File: config.mk
export PLATFORM = sky130hd
export DESIGN_NAME = ges_queue
export DESIGN_NICKNAME = d
export VERILOG_FILES = /design/src/hdl/ges_pkg.sv /design/src/hdl/ges_queue.sv
export SDC_FILE = /design/constraint.sdc
export NUM_CORES = 1
export LEC_CHECK = 0
export ABC_AREA = 1
export BUFFER_PORTS_ARGS = -buffer_cell sky130_fd_sc_hd__buf_2
export CAP_MARGIN = 40
export CORE_MARGIN = 2
export CORE_UTILIZATION = 50
export DETAILED_ROUTE_END_ITERATION = 10
export PLACE_DENSITY = 0.71
export SLEW_MARGIN = 10
export SYNTH_ARGS = -nofsm -noshare
export SYNTH_HDL_FRONTEND = slang
export SYNTH_SLANG_ARGS = --single-unit
File: constraint.sdc
create_clock -name clock -period 11.6 [get_ports clock]
set_clock_uncertainty 0.05 [all_clocks]
set_input_delay 3.48 -clock clock [delete_from_list [all_inputs] [get_ports clock]]
set_output_delay 3.48 -clock clock [all_outputs]
set_load 0.03 [all_outputs]
File: src/hdl/ges_pkg.sv
// Shared types, codes and constants of the gyro event smoother.
// Used by ges_front, ges_queue, ges_back and gyro_event_smoother_top.
`timescale 1ns / 1ps
package ges_pkg;

   // Input action codes.
   localparam logic [2:0] ACT_SAMPLE = 3'd0;
   localparam logic [2:0] ACT_SEED   = 3'd1;
   localparam logic [2:0] ACT_SEC    = 3'd2;
   localparam logic [2:0] ACT_NSEC   = 3'd3;
   localparam logic [2:0] ACT_REPORT = 3'd4;

   // Axis codes; AXIS_NONE marks an event that is not a gyro axis.
   localparam logic [1:0] AXIS_X    = 2'd0;
   localparam logic [1:0] AXIS_Y    = 2'd1;
   localparam logic [1:0] AXIS_Z    = 2'd2;
   localparam logic [1:0] AXIS_NONE = 2'd3;

   // Configuration register indexes.
   localparam int unsigned CSR_IDX_W = 1;
   localparam logic [CSR_IDX_W-1:0] CSR_ENABLED = 1'd0;
   localparam logic [CSR_IDX_W-1:0] CSR_IGNORE  = 1'd1;
   localparam int unsigned CSR_DATA_W = 63;

   // Field widths.
   localparam int unsigned AVG_W   = 49;
   localparam int unsigned TIME_W  = 63;
   localparam int unsigned RATE_W  = 32;
   localparam int unsigned VALUE_W = 32;
   localparam int unsigned OPND_W  = 64;

   // Filter weights: 0.2 * 2^16 * 2^16 for the new sample, 0.8 * 2^16 for the old.
   localparam logic [29:0] NEW_WEIGHT = 30'd858980352;
   localparam logic [16:0] OLD_WEIGHT = 17'd52429;
   localparam logic [29:0] NS_PER_SEC = 30'd1000000000;
   // pi / (180 * 16.4) rad/s per count in units of 2^-24.
   localparam logic [15:0] RATE_SCALE = 16'd17855;

   // Queue depth between the front and back parts.
   localparam int unsigned Q_DEPTH = 4;
   localparam int unsigned Q_PTR_W = $clog2(Q_DEPTH);
   localparam int unsigned Q_CNT_W = $clog2(Q_DEPTH + 1);

   // Operations the back part executes.
   typedef enum logic [2:0] {
      OP_SAMPLE,
      OP_SEED,
      OP_SEC,
      OP_NSEC,
      OP_REPORT
   } op_type;

   // One classified request as it travels through the queue.
   typedef struct packed {
      op_type             op;
      logic [1:0]         axis;
      logic [OPND_W-1:0]  operand;
   } entry_type;

   // Scales a Q33.16 average to a saturated Q7.24 rate, optionally negated.
   function automatic logic [RATE_W-1:0] rate_of(input logic [AVG_W-1:0] avg,
                                                  input logic negate);
      logic signed [63:0] prod;
      logic signed [63:0] shifted;
      prod = 64'($signed(avg)) * $signed({48'd0, RATE_SCALE});
      if (negate) begin
         prod = -prod;
      end
      shifted = prod >>> 16;
      if (shifted > 64'sd2147483647) begin
         rate_of = 32'h7FFF_FFFF;
      end else if (shifted < -64'sd2147483648) begin
         rate_of = 32'h8000_0000;
      end else begin
         rate_of = shifted[RATE_W-1:0];
      end
   endfunction

endpackage

File: src/hdl/ges_queue.sv
// Short first-in first-out queue of classified requests between the front
// and back parts. Depends on ges_pkg.
`timescale 1ns / 1ps
module ges_queue (
   input  logic                clock,
   input  logic                reset,
   input  logic                push_valid,
   output logic                push_ready,
   input  ges_pkg::entry_type  push_entry,
   output logic                pop_valid,
   input  logic                pop_ready,
   output ges_pkg::entry_type  pop_entry
);
   import ges_pkg::*;

   entry_type            slot_ff [Q_DEPTH];
   logic [Q_PTR_W-1:0]   wr_ptr_ff, wr_ptr_in;
   logic [Q_PTR_W-1:0]   rd_ptr_ff, rd_ptr_in;
   logic [Q_CNT_W-1:0]   count_ff, count_in;
   logic                 do_push, do_pop;

   assign push_ready = (count_ff != Q_CNT_W'(Q_DEPTH));
   assign pop_valid  = (count_ff != '0);
   assign pop_entry  = slot_ff[rd_ptr_ff];

   assign do_push = push_valid && push_ready;
   assign do_pop  = pop_valid && pop_ready;

   // Pointer and fill count updates.
   always_comb begin
      wr_ptr_in = do_push ? Q_PTR_W'(wr_ptr_ff + 1'b1) : wr_ptr_ff;
      rd_ptr_in = do_pop  ? Q_PTR_W'(rd_ptr_ff + 1'b1) : rd_ptr_ff;
      count_in  = count_ff;
      if (do_push && !do_pop) begin
         count_in = Q_CNT_W'(count_ff + 1'b1);
      end else if (do_pop && !do_push) begin
         count_in = Q_CNT_W'(count_ff - 1'b1);
      end
   end

   always_ff @(posedge clock) begin
      if (reset) begin
         wr_ptr_ff <= '0;
         rd_ptr_ff <= '0;
         count_ff  <= '0;
      end else begin
         wr_ptr_ff <= wr_ptr_in;
         rd_ptr_ff <= rd_ptr_in;
         count_ff  <= count_in;
      end
   end

   // Entry storage.
   always_ff @(posedge clock) begin
      if (do_push) begin
         slot_ff[wr_ptr_ff] <= push_entry;
      end
   end

endmodule

# ---- After elaboration in Yosys (flattened, before gate mapping)
# Memory sizes are Yosys's and may differ from the RTL's. A register that Yosys moved wholly into a read port is not among the register bits.
# Cells that the tools add are included.
dict set report classes {
  n_addsub 4
  n_eq_ne 1
  n_mux 6
  reduce_logical 8
}
# cell count
set op_table {}
lappend op_table {{3-bit two-way mux} 2}
lappend op_table {{2-bit by 1-bit adder with 2-bit output (second input constant)} 2}
lappend op_table {{1-bit logical AND} 4}
lappend op_table {{2-bit two-way mux} 2}
lappend op_table {{3-bit by 1-bit adder with 3-bit output (second input constant)} 1}
lappend op_table {{3-bit inequality test (second input constant)} 1}
lappend op_table {{3-bit nonzero test} 1}
lappend op_table {{3-bit by 1-bit subtractor with 3-bit output (second input constant)} 1}
lappend op_table {{1-bit logical NOT} 2}
lappend op_table {{1-bit two-way mux} 2}
lappend op_table {{2-bit nonzero test} 1}
dict set report word_totals {
  regBits 7
  ram_bits 276
  inputBits 73
  out_inout_bits 71
  word_cells 23
  mem_count 1
}
# memory depth width read_ports rd_clocked_by_memory_dff wr line_no
set mem_list {}
lappend mem_list {slot_ff 4 69 1 1 1 ges_queue.sv:16} ;# entry_type slot_ff [Q_DEPTH];

# ---- Logic depth before layout (Yosys ltp)
dict set report depth {
  ltp_word 6
  ltp_mapped 13
  mapped_depth_nobuf 13
}

# ---- Worst setup path before layout
# No wires, ideal clock.
dict set report synth_timing {
  path_type {input to register}
  from {in push_valid}
  to {mem slot_ff[0][0] (netlist bit), enable pin}
  setup_ns 0.497
  arrival_time_ns 6.491
  required_ns 11.053
  slack_ns 4.562
  path_stages 2
  path_cell_list {nand2_1 nor2_1}
}
dict set report synth_between {
  elab_chain_len 3
}
# element line_no
set synth_lines {}
lappend synth_lines {{start, declared} ges_queue.sv:7} ;# input logic push_valid,
lappend synth_lines {{1-bit logical AND} ges_queue.sv:26} ;# assign do_push = push_valid && push_ready;
lappend synth_lines {{1-bit two-way mux} ges_queue.sv:55} ;# if (do_push) begin
lappend synth_lines {{1-bit two-way mux (implied by the code)} ges_queue.sv:56} ;# slot_ff[wr_ptr_ff] <= push_entry;
lappend synth_lines {{end, declared} ges_queue.sv:16}
# No other way between the ends.

==> Implementation_results.wiki <==
{| class="wikitable"
! Metric !! Value
|-
| Largest area contributor in the netlist || edfxtp_1
|-
| Max Cap Viol || 0
|-
| PostCTS Resize Cnt || 0
|-
| Mean routed wirelength per cell || roughly 18 um
|-
| Initial antenna violation count || 4
|-
| Total number of vias || around 6300
|-
| Total routed wirelength || 20800 um
|-
| Worst-path fanout max || 74
|-
| NumNets Final || around 960
|-
| Clk pin slew, worst setup/hold paths || about 60 ps
|-
| Worst R2R End || slot_ff[1][64]
|-
| Hold violation count in the final report || 0
|-
| Overall routing resource usage || 0.182
|-
| Wire length of the first global-routing pass || roughly 32000 um
|-
| Number of top-level design ports || between 100 and 150
|-
| Capturing instance or port of the critical path || pop_entry[34]
|-
| Achievable frequency || 156 MHz
|-
| Min Clock Period, post-route || approximately 6400 ps
|-
| R2r startpoint || count_ff[0]
|-
| Setup slack on the worst flop-to-flop path || between 9000 and 10000 ps
|-
| Max-slew headroom || 0.473
|-
| Dpl cells || about 1100
|-
| Worst Max-Slew Pin Slew || between 700 and 800 ps
|-
| R2R depth || 6
|-
| Most used standard cells in the synthesized netlist || edfxtp_1, nor2_1, o21ai_0, o22ai_1, o21ai_1
|-
| CTS Buf Count || 27
|-
| Share of synthesized area occupied by flip-flops and latches || 0.790
|-
| Static leakage || 4.38 nW
|-
| Full die area || approximately 23000 um^2
|-
| Outcome || finished, final reports clean
|-
| Proportion of netlist area held by the largest area contributor || 0.773
|-
| Core Region || approximately 21000 um^2
|-
| Level count of the clock H-tree || 1
|-
| Number of standard cells after synthesis || around 740
|-
| Seq cells post-synth || about 290
|-
| Portion of the clock cycle consumed by the worst path in the final layout || 0.551
|-
| Hold-fix buffers, CTS || 0
|-
| Post-layout power || 2.92 mW
|-
| 1st-pass router iterations || 4
|-
| Most repeated cell in the gate-level netlist after synthesis || edfxtp_1
|-
| Data arrival time at the worst-slack endpoint || 2860 ps
|-
| Areal power density over the cells || about 230 nW/um^2
|-
| Type of element launching the critical path || register
|-
| Die Height || roughly 150 um
|-
| Post-layout util || 0.594
|-
| Vias in the first global route || just over 6000
|-
| Worst setup slack after layout || 5210 ps
|-
| TritonCTS clock tree || yes
|-
| Number of pins with negative max-slew slack in the final report || 0
|-
| Sum of negative setup slack || 0 ps
|-
| Ys Warns || 0
|-
| Worst Path Required || 8070 ps
|-
| Number of nets with antenna violations after routing || 0
|-
| Clock tree root buffer cell || clkbuf_16
|-
| Routability congestion estimate || ~0.72
|-
| Capturing element type of the critical path || primary output
|-
| Clock sinks || approximately 290
|-
| Peak supply drop || between 0.00015 and 0.0002 V
|-
| Synth async-reset ratio || 0
|-
| Total overflow reported by the global router || 0
|-
| Worst-case setup slack after placement || 5700 ps
|-
| Dpl hpwl || approximately 12000 um
|-
| Number of post-CTS setup repair buffers || 0
|-
| Number of buffers on the longest clock path || 3
|-
| Library cells used by synthesis || 22
|-
| Final std cells w/o fill || around 1200
|-
| Summed area of non-filler cells in the final layout || ~12000 um^2
|-
| Largest net degree at the start of global routing || 75
|-
| Number of design-rule violations left by the first detailed-router iteration || 517
|-
| Placed cell areas || 11700 um^2
|-
| Synthesized netlist net count || 814
|-
| Starting Density || 0.510
|-
| Worst skew pair latency || around 520 ps
|-
| Port Buffer Count || around 140
|-
| Area overhead of the layout relative to synthesis || 16.5%
|-
| Worst hold slack || around 430 ps
|-
| CP Class || register to primary output
|-
| Dominant cells by area after synthesis || edfxtp_1, nor2_1, o21ai_0
|-
| Residual DRC count || 0
|-
| Num rows || 53
|-
| Synth Area per Inst || about 15 um^2
|-
| Count of flip-flops with a built-in enable after synthesis || roughly 280
|-
| Primary FF master, synth || edfxtp_1
|-
| Share of final-layout standard cells stronger than drive strength 1 || 0.222
|-
| Hold Crit Class || register to register
|-
| Horiz. Die Dim || between 150 and 200 um
|-
| Post-Synthesis Cell Area || about 11000 um^2
|-
| Setup violation total in the final timing report || 0
|-
| Unrepaired setup endpoints after global routing || no
|-
| Mean number of vias per cell || around 5.4
|}
## critical path, cell delays in order (launching register included)
cell	delay, ps
dfxtp_4	460
inv_4	520
buf_4	740
nor2_1	80
o22ai_1	260
buf_2	240
## placed cells by master, fill, tap and decap left out, types with 9 or more instances in the layout
cell,synthesis,layout
edfxtp_1,276,276
buf_2,8,143
o21ai_1,52,52
clkbuf_16,0,27
nand2_1,15,15
buf_4,7,9
nor2_1,152,148
o21ai_0,87,87
inv_1,14,14
o22ai_1,69,69
## where the power goes
part,leakage (nW),switching (mW),total (mW),internal (mW)
Clock,0.396,0.341,0.810,0.469
Combinational,1.38,0.604,0.819,0.215
Sequential,2.60,0.0378,1.29,1.25
## layout make-up
class                           count  area (um^2)
Multi-Input combinational cell    390         1920
Clock inverter                     11          108
Inverter                           16         62.6
Sequential cell                   285         8470
Timing Repair Buffer              156          878
Fill cell                        1620         8530
Tap cell                          275          344
Clock buffer                       34          702
Antenna cell                        2         5.00
## kinds of logic after synthesis
logic type	count (synthesis)	synth area share
xor+xnor	1	0.000817
fa+ha+maj	6	0.00770
compound gates	211	0.107
simple gates	172	0.0611
flops	285	0.790
buf+inv	60	0.0337
## flip-flops by register name, summed over array words and instances (netlist names), named ones only
name	count
count_ff	3
rd_ptr_ff	2
slot_ff	276
wr_ptr_ff	2
## layer usage
layer  global-route usage  up-vias  wire length, um  part of all wire
met4               0.0467        4              340             0.016
met5                    0        -               27            0.0013
met3               0.0500       30             1580             0.076
met2                0.301      163            10200              0.49
met1                0.239     3061             8650              0.42
li1                     -     3039                -                 -
## worst min path at each step
stage	start	end	slack [ps]	cells after the start
2_1_floorplan	rd_ptr_ff[1]	register	410	2
3_3_place_gp	rd_ptr_ff[1]	register	430	2
3_5_place_dp	rd_ptr_ff[1]	register	430	2
4_1_cts	rd_ptr_ff[1]	register	440	2
5_1_grt	rd_ptr_ff[1]	register	490	2
6_report	rd_ptr_ff[1]	register	430	2
Note: power is estimated with default switching activity, not from simulation.
