`src/hdl/ges_pkg.sv`:
```
// Shared types, codes and constants of the gyro event smoother.
// Used by ges_front, ges_queue, ges_back and gyro_event_smoother_top.
`timescale 1ns / 1ps
package ges_pkg;

   // Input action codes.
   localparam logic [2:0] ACT_SAMPLE = 3'd0;
   localparam logic [2:0] ACT_SEED   = 3'd1;
   localparam logic [2:0] ACT_SEC    = 3'd2;
   localparam logic [2:0] ACT_NSEC   = 3'd3;
   localparam logic [2:0] ACT_REPORT = 3'd4;

   // Axis codes; AXIS_NONE marks an event that is not a gyro axis.
   localparam logic [1:0] AXIS_X    = 2'd0;
   localparam logic [1:0] AXIS_Y    = 2'd1;
   localparam logic [1:0] AXIS_Z    = 2'd2;
   localparam logic [1:0] AXIS_NONE = 2'd3;

   // Configuration register indexes.
   localparam int unsigned CSR_IDX_W = 1;
   localparam logic [CSR_IDX_W-1:0] CSR_ENABLED = 1'd0;
   localparam logic [CSR_IDX_W-1:0] CSR_IGNORE  = 1'd1;
   localparam int unsigned CSR_DATA_W = 63;

   // Field widths.
   localparam int unsigned AVG_W   = 49;
   localparam int unsigned TIME_W  = 63;
   localparam int unsigned RATE_W  = 32;
   localparam int unsigned VALUE_W = 32;
   localparam int unsigned OPND_W  = 64;

   // Filter weights: 0.2 * 2^16 * 2^16 for the new sample, 0.8 * 2^16 for the old.
   localparam logic [29:0] NEW_WEIGHT = 30'd858980352;
   localparam logic [16:0] OLD_WEIGHT = 17'd52429;
   localparam logic [29:0] NS_PER_SEC = 30'd1000000000;
   // pi / (180 * 16.4) rad/s per count in units of 2^-24.
   localparam logic [15:0] RATE_SCALE = 16'd17855;

   // Queue depth between the front and back parts.
   localparam int unsigned Q_DEPTH = 4;
   localparam int unsigned Q_PTR_W = $clog2(Q_DEPTH);
   localparam int unsigned Q_CNT_W = $clog2(Q_DEPTH + 1);

   // Operations the back part executes.
   typedef enum logic [2:0] {
      OP_SAMPLE,
      OP_SEED,
      OP_SEC,
      OP_NSEC,
      OP_REPORT
   } op_type;

   // One classified request as it travels through the queue.
   typedef struct packed {
      op_type             op;
      logic [1:0]         axis;
      logic [OPND_W-1:0]  operand;
   } entry_type;

   // Scales a Q33.16 average to a saturated Q7.24 rate, optionally negated.
   function automatic logic [RATE_W-1:0] rate_of(input logic [AVG_W-1:0] avg,
                                                  input logic negate);
      logic signed [63:0] prod;
      logic signed [63:0] shifted;
      prod = 64'($signed(avg)) * $signed({48'd0, RATE_SCALE});
      if (negate) begin
         prod = -prod;
      end
      shifted = prod >>> 16;
      if (shifted > 64'sd2147483647) begin
         rate_of = 32'h7FFF_FFFF;
      end else if (shifted < -64'sd2147483648) begin
         rate_of = 32'h8000_0000;
      end else begin
         rate_of = shifted[RATE_W-1:0];
      end
   endfunction

endpackage

```
`src/hdl/ges_front.sv`:
```
// Front part of the gyro event smoother: accepts requests, drops ignored
// ones, and precomputes each operand. Depends on ges_pkg.
`timescale 1ns / 1ps
module ges_front (
   input  logic                          clock,
   input  logic                          reset,
   input  logic                          req_valid,
   output logic                          req_ready,
   input  logic [2:0]                    req_action,
   input  logic [1:0]                    req_axis,
   input  logic signed [31:0]            req_value,
   input  logic [62:0]                   req_event_time_ns,
   output logic                          push_valid,
   input  logic                          push_ready,
   output ges_pkg::entry_type            push_entry
);
   import ges_pkg::*;

   logic              stg_valid_ff, stg_valid_in;
   entry_type         stg_entry_ff, stg_entry_in;
   logic              keep;
   logic signed [63:0] value64;
   logic [29:0]       factor;
   logic [63:0]       product;

   // The stage frees up whenever its request moves into the queue.
   assign req_ready = !stg_valid_ff || push_ready;

   // Single multiplier: sample weight or nanoseconds per second.
   assign value64 = 64'(req_value);
   assign factor  = (req_action == ACT_SEC) ? NS_PER_SEC : NEW_WEIGHT;
   assign product = value64 * $signed({34'd0, factor});

   // Classify the request and build its operand.
   always_comb begin
      keep         = 1'b1;
      stg_entry_in = '0;
      stg_entry_in.axis = req_axis;
      case (req_action)
         ACT_SAMPLE: begin
            keep = (req_axis != AXIS_NONE);
            stg_entry_in.op      = OP_SAMPLE;
            stg_entry_in.operand = product;
         end
         ACT_SEED: begin
            keep = (req_axis != AXIS_NONE);
            stg_entry_in.op      = OP_SEED;
            stg_entry_in.operand = value64 <<< 16;
         end
         ACT_SEC: begin
            stg_entry_in.op      = OP_SEC;
            stg_entry_in.operand = product;
         end
         ACT_NSEC: begin
            stg_entry_in.op      = OP_NSEC;
            stg_entry_in.operand = value64;
         end
         ACT_REPORT: begin
            stg_entry_in.op      = OP_REPORT;
            stg_entry_in.operand = {1'b0, req_event_time_ns};
         end
         default: begin
            keep = 1'b0;
         end
      endcase
   end

   assign stg_valid_in = req_ready ? (req_valid && keep) : stg_valid_ff;

   // Stage register between the ports and the queue.
   always_ff @(posedge clock) begin
      if (reset) begin
         stg_valid_ff <= 1'b0;
      end else begin
         stg_valid_ff <= stg_valid_in;
      end
   end

   always_ff @(posedge clock) begin
      if (req_valid && req_ready) begin
         stg_entry_ff <= stg_entry_in;
      end
   end

   assign push_valid = stg_valid_ff;
   assign push_entry = stg_entry_ff;

endmodule

```
`config.mk`:
```
export PLATFORM = sky130hd
export DESIGN_NAME = ges_front
export DESIGN_NICKNAME = d
export VERILOG_FILES = /design/src/hdl/ges_pkg.sv /design/src/hdl/ges_front.sv
export SDC_FILE = /design/constraint.sdc
export NUM_CORES = 1
export LEC_CHECK = 0
export BUFFER_PORTS_ARGS = -buffer_cell sky130_fd_sc_hd__buf_2
export CORE_AREA = 2 2 148 258
export DETAILED_ROUTE_END_ITERATION = 16
export DIE_AREA = 0 0 150 260
export PLACE_DENSITY = 0.78
export SLEW_MARGIN = 20
export SYNTH_ARGS = -nofsm -noshare
export SYNTH_HDL_FRONTEND = slang
export SYNTH_SLANG_ARGS = --single-unit
```
`constraint.sdc`:
```
create_clock -name clock -period 9.5 [get_ports clock]
set_input_delay 0.475 -clock clock [delete_from_list [all_inputs] [get_ports clock]]
set_output_delay 0.475 -clock clock [all_outputs]
set_load 0.03 [all_outputs]
```
Word level (Yosys, flattened, before mapping)
Cells that the tools add are included.

word-level totals
  flip-flop bits (word level) = 70
  word-level logic and storage cells = 22
  memories kept = 0
  ROM bits = 0
  bits in writable memories = 0
  input bits = 104
  latch bits = 0

operators by class
  divide/modulo/power cells = 0
  add/sub/neg operators = 0
  reduce and logical (&&, ||, !) cells = 8
  bitwise operators = 0
  equal/unequal tests = 5
  multiply operators = 1
  order comparisons = 0
  mux-type cells = 4
  shifts and indexed selects = 0

operator list
  operator              count
  $pmux W64 S4          1
  $mul A32 B31 Y63      1
  $mux W28              1
  $pmux W3 S4           1
  $eq A3 B2 Y1 const B  2
  $reduce_or A2 Y1      2
  $eq A3 B1 Y1 const B  1
  $eq A3 B3 Y1 const B  1
  $logic_not A3 Y1      1
  $reduce_or A3 Y1      1
  $logic_and A1 B1 Y1   2
  $ne A2 B2 Y1 const B  1
  $pmux W1 S2           1
  $logic_not A1 Y1      1
  $logic_or A1 B1 Y1    1

Longest topological paths before layout
Gate-level depths: netlist (run 1).

  depth in word-level cells = 4
  depth in mapped cells = 31

Least setup slack after synthesis (run 1)
No wires, ideal clock.

  path type = in2reg
  start = input req_action[2]
  end = register stg_entry_ff, in the netlist push_entry[62], data pin
  path buffers = 3
  setup slack = 0.903 ns
  data required time = 9.239 ns
  setup time = 0.261 ns
  stages = 24
  data arrival time = 8.337 ns
  cells stage by stage = clkbuf_1 -> nand2b_1 -> or2_2 -> clkbuf_1 -> nor2_1 -> inv_1 -> fa_1 -> inv_1 -> fa_1 -> fa_1 -> fa_1 -> fa_1 -> fa_1 -> fa_1 -> ha_1 -> ha_1 -> clkbuf_1 -> nand2_1 -> nor2_2 -> nand2_1 -> or3_1 -> o41ai_2 -> xnor2_1 -> a221o_1

RTL lines
  item                  RTL line         text
  from (decl)           ges_front.sv:9   input logic [2:0] req_action,
  to (signal assigned)  ges_front.sv:81  stg_entry_ff <= stg_entry_in;
  to (decl)             ges_front.sv:20  entry_type stg_entry_ff, stg_entry_in;

==> flow_metrics.tcl, run 1 <==
set metrics [dict create \
    status "finished clean" \
    clock.fmax_mhz 116 \
    cp.required_ns 9.57 \
    dp_cells 2766 \
    vias 16500 \
    routedWlPerCell_um 25.4 \
    clock-sinks 70 \
    syn_inst 2156 \
    worstMarginPinSlew_ns 1.07 \
    yosysUniqueCellTypes 68 \
    r2r_end "push_entry[40]$_DFFE_PP_" \
    drive_gt1_share_pct 9.88 \
    routed_via_density 5.91 \
    antenna_found_initial 3 \
    cts_hold_buffers 0 \
    critPathKind "in -> reg" \
    dp.final_hpwl_um 60300 \
    synth_ff_type "edfxtp_1" \
    seq_area_frac_synth_pct 9.56 \
    grt_max_degree 70 \
    finalNonFillerCells 2786 \
    crit_start "req_action[2]" \
    numCtsBuffers 9 \
    row_count 93 \
    cp.arrival_ns 8.70 \
    endpoint "push_entry[57]$_DFFE_PP_" \
    ios 175 \
    final_net_count 3238 \
    synth_area_leaders "fa_1, ha_1, inv_1, edfxtp_1, nand2_1" \
    core-area_um2 36800 \
    drtIter0Drc 1086 \
    critical_path_buf_inv_count 3 \
    dr.pass1.iters 5 \
    crit_cells 25 \
    cts_tree "done" \
    critical_path.max_fanout 28 \
    synth.cell_area_um2 21900 \
    crit_family "adder cells" \
    synth_edf_count 69 \
    critPathMostFrequentCell "fa_1" \
    place_congestion 1.03 \
    syn_area_per_cell_um2 10.1 \
    post_cts_buffers 0 \
    hp-class "in -> reg" \
    setup_viol 0 \
    maxCapViolations 0 \
    yosysTopAreaCellShare_pct 40.5 \
    fin_ws_ns 0.878 \
    crit_slowest_cell "or2_2" \
    port_buffers 174 \
    crit_path_max_incr_delay_ns 0.77 \
    die_h_um 260 \
    synth_largest_area_cell "fa_1" \
    min_from "reset" \
    cts-root-buf "clkbuf_16" \
    ant_nets 0 \
    syn-num-nets 3092 \
    dp_slack_ns 0.723 \
    wirelength_um 70800 \
    ctsResizeCount 0 \
    dieArea_um2 39000 \
    worstSkewPairLatency_ns 0.34 \
    grt_usage_pct 37.7 \
    r2r_start "push_valid$_SDFFE_PP0N_" \
    maxSlewViolCount 0 \
    overflow 0 \
    ys_warn_count 0 \
    end_kind "register" \
    clock_path_buffers 2 \
    finalHoldViolations 0 \
    drc 0 \
    grt_pass1_wl_um 106000 \
    htreeDepth 3 \
    ys_async_sr_fraction_pct 0 \
    die_w_um 150 \
    clkSlewWorstSetupHoldPaths_ns 0.06 \
    synth-seq-cells 70 \
    tns_ns 0 \
    critPathLaunchType "input pin" \
    finalCritPeriodShare_pct 90.8 \
    grt_pass1_vias 18600 \
    r2r_slack_ns 7.84 \
    area_growth_pct 7.81 \
    fin_crit_ns 8.62 \
    finalClockSkew_ns 0.00839 \
    start_util_pct 59.5 \
    timing.slew.headroom_pct 28.3 \
    rsz0062_at_grt "no" \
    r2r_cells 2 \
]
per-layer routing:
layer | vias up | share of wire [%] | track usage [%]
met5 | - | 0 | 0
met3 | 377 | 5.6 | 6.89
met1 | 8252 | 30 | 36.0
met2 | 771 | 52 | 66.3
met4 | 0 | 13 | 36.4
li1 | 7066 | - | -
flip-flops by register name, indices dropped and copies added, names as in the netlist:
name and flops:
push_entry 69, push_valid 1
worst min path at each step:
stage	slack (ns)	to	cells after the start
2_1_floorplan	0.54	push_valid$_SDFFE_PP0N_	1
3_3_place_gp	0.50	push_valid$_SDFFE_PP0N_	2
3_5_place_dp	0.53	push_valid$_SDFFE_PP0N_	2
4_1_cts	0.30	push_valid$_SDFFE_PP0N_	2
5_1_grt	0.30	push_valid$_SDFFE_PP0N_	2
6_report	0.32	push_valid$_SDFFE_PP0N_	2
metrics by stage:
step	hold WS (ns)	util [%]	area [um2]
after floorplan	0.544	-	21900
after global placement	0.504	63.2	23200
after detailed placement	0.531	63.2	23200
after CTS	0.303	64.1	23600
after global routing	0.302	64.1	23600
final	0.315	64.1	23600
cell type report:
class / instances / area (um2)
antenna: 4 / 10.0
inverter: 611 / 2290
fill: 2984 / 13200
tap: 475 / 594
multi-input combinational: 1425 / 17300
clock inverter: 6 / 93.8
clock buffer: 10 / 229
timing repair buffer: 185 / 966
sequential: 70 / 2090
cell usage after synthesis (3+ instances only):
library cell and instances:
o221ai_1 9, inv_1 610, buf_2 5, nor2b_1 8
mux2i_1 15, nor2_1 45, or3_1 3, nand3_1 6
a21o_1 24, nand2b_1 10, xor2_1 17, a221oi_1 3
nand2_1 120, edfxtp_1 69, a31oi_1 9, nor3_1 4
fa_1 442, buf_1 4, nand4_1 11, ha_1 390
and2_1 10, clkbuf_1 40, o21ai_0 83, xnor2_1 37
o21ai_1 9, o21a_1 7, a211oi_1 5, or2_2 4
o211ai_1 7, a22o_1 9, o21bai_1 10, and3_1 3
a221o_1 4, a21oi_1 70, a22oi_1 14
logic make-up (layout without fill, tap and decap cells):
| logic type | after synthesis | in the layout | share of synthesized area, % |
|---|---|---|---|
| other | 0 | 4 | 0 |
| muxes | 17 | 17 | 0.789 |
| DFF | 70 | 70 | 9.56 |
| and+or+nand+nor | 235 | 235 | 4.89 |
| AOI/OAI and AO/OA | 287 | 287 | 8.44 |
| xor gates and xnor gates | 54 | 54 | 2.16 |
| adders and majority gates | 832 | 832 | 62.8 |
| buffers and inverters | 661 | 812 | 11.4 |
worst register-to-register path, cell delays in order, from the launching register on:
cell      delay [ns]
dfxtp_1         0.31
nand2b_1        0.11
and2_4          0.79
cell usage in the layout, fill, tap and decap left out, types with 11 or more instances in the layout:
cell,instances
a21o_1,24
a21oi_1,70
a22oi_1,14
buf_2,174
edfxtp_1,69
fa_1,442
ha_1,390
inv_1,610
mux2i_1,15
nand2_1,120
nand4_1,11
nor2_1,43
o21ai_0,83
xnor2_1,37
xor2_1,17
Power of run 1 is left out: the tool's default activity adds up to more than one toggle a clock period on the data nets, which glitch-free logic cannot reach.
==> run 2: changes to the inputs <==
--- a/config.mk
+++ b/config.mk
@@ -6,10 +6,10 @@
 export NUM_CORES = 1
 export LEC_CHECK = 0
 export BUFFER_PORTS_ARGS = -buffer_cell sky130_fd_sc_hd__buf_2
-export CORE_AREA = 2 2 148 258
+export CORE_AREA = 2 2 154 269
 export DETAILED_ROUTE_END_ITERATION = 16
-export DIE_AREA = 0 0 150 260
-export PLACE_DENSITY = 0.78
+export DIE_AREA = 0 0 156 271
+export PLACE_DENSITY = 0.73
 export SLEW_MARGIN = 20
 export SYNTH_ARGS = -nofsm -noshare
 export SYNTH_HDL_FRONTEND = slang
==> flow_metrics.tcl, run 2 (synthesis results as in run 1) <==
set metrics [dict create \
    htreeDepth 3 \
    drtIter0Drc 1067 \
    finalCritPeriodShare_pct 90.5 \
    maxCapViolations 0 \
    cp_cell_sequence "buf_2, nand2b_1, or2_2, buf_4, nand2_1, fa_1, fa_1, inv_1, fa_1, fa_1, fa_1, fa_1, fa_1, ha_1, ha_1, a21o_1, a21o_1, a221oi_2, o21a_1, o41ai_1, a221o_1, a31oi_1, xnor2_1, o21ai_1" \
    fill_cells 3423 \
    maxSlewViolCount 0 \
    core-area_um2 39900 \
    area_growth_pct 7.95 \
    crit_path_max_incr_delay_ns 0.77 \
    finalClockSkew_ns 0.00532 \
    critPathKind "in -> reg" \
    cts-root-buf "clkbuf_16" \
    status "finished clean" \
    end_kind "register" \
    r2r_end "push_entry[41]$_DFFE_PP_" \
    cp.required_ns 9.56 \
    r2r_cells 2 \
    rsz0062_at_grt "no" \
    place_congestion 1.07 \
    wirelength_um 71100 \
    grt_max_degree 70 \
    crit_family "adder cells" \
    port_buffers 174 \
    critPathLaunchType "input pin" \
    die_w_um 156 \
    hold_depth 2 \
    timing.slew.headroom_pct 29.1 \
    worstMarginPinSlew_ns 1.06 \
    final_net_count 3243 \
    multi_input_area_um2 17300 \
    overflow 0 \
    ios 175 \
    seq_area_um2 2090 \
    vias 16400 \
    start_util_pct 54.8 \
    numCtsBuffers 9 \
    drc 0 \
    critPathMostFrequentCell "fa_1" \
    grt_usage_pct 34.8 \
    critical_path_buf_inv_count 3 \
    setup_viol 0 \
    dp.final_hpwl_um 61200 \
    row_count 97 \
    r2r_start "push_valid$_SDFFE_PP0N_" \
    clock.fmax_mhz 116 \
    min_to "push_valid$_SDFFE_PP0N_" \
    clkSlewWorstSetupHoldPaths_ns 0.06 \
    routed_via_density 5.83 \
    critical_path.max_fanout 29 \
    cts_hold_buffers 0 \
    fin_crit_ns 8.59 \
    dr.pass1.iters 8 \
    hp-class "in -> reg" \
    cp.arrival_ns 8.66 \
    min_from "reset" \
    dieArea_um2 42300 \
    antenna_found_initial 3 \
    post_cts_buffers 0 \
    worstSkewPairLatency_ns 0.35 \
    crit_slowest_cell "or2_2" \
    layout_common_cells "inv_1, fa_1, ha_1" \
    grt_pass1_vias 18500 \
    largest_register_ff_count 69 \
    clock_path_buffers 2 \
    final_common_cell "inv_1" \
    clock-sinks 70 \
    r2r_slack_ns 7.82 \
    grt_pass1_wl_um 107000 \
    ctsResizeCount 0 \
    cts_tree "done" \
    ant_nets 0 \
    tns_ns 0 \
    finalHoldViolations 0 \
    drive_gt1_share_pct 10.1 \
    die_h_um 271 \
    routedWlPerCell_um 25.3 \
]
==> run 2: metrics by stage <==
| step | hold WS [ns] | instance area (um2) | std cells | setup WS (ns) | util [%] |
|---|---|---|---|---|---|
| after detailed placement | 0.537 | 23300 | 2791 | 0.623 | 58.3 |
| after global routing | 0.301 | 23600 | 2809 | 0.701 | 59.1 |
| after global placement | 0.494 | 23300 | 2791 | 0.780 | 58.3 |
| after CTS | 0.308 | 23600 | 2807 | 0.961 | 59.1 |
| after floorplan | 0.544 | 21900 | 2156 | 0.903 | - |
| final | 0.313 | 23600 | 2810 | 0.906 | 59.1 |
==> run 2: metal layers <==
layer	global-route usage (%)	up-vias	wire, um
met1	33.6	8279	21700
met2	63.6	704	37900
met5	0	-	10
met4	30.6	2	7990
li1	-	7079	-
met3	4.71	325	3510
==> run 2: layout make-up <==
class,instances,share of cell area [%]
antenna,3,0.0318
multi-input combinational,1425,73.3
sequential,70,8.86
timing repair buffer,190,4.20
clock inverter,7,0.339
inverter,611,9.71
tap,495,2.62
clock buffer,9,0.954
==> run 2: how the worst max path moves through the flow <==
stage,start,cells after the start,endpoint
6_report,req_action[2],24,push_entry[53]$_DFFE_PP_
5_1_grt,req_action[2],25,push_entry[61]$_DFFE_PP_
4_1_cts,req_action[2],24,push_entry[53]$_DFFE_PP_
3_5_place_dp,req_action[2],24,push_entry[53]$_DFFE_PP_
3_3_place_gp,req_action[2],24,push_entry[53]$_DFFE_PP_
2_1_floorplan,req_action[2],24,push_entry[62]$_DFFE_PP_
Power of run 2 is left out for the same reason.
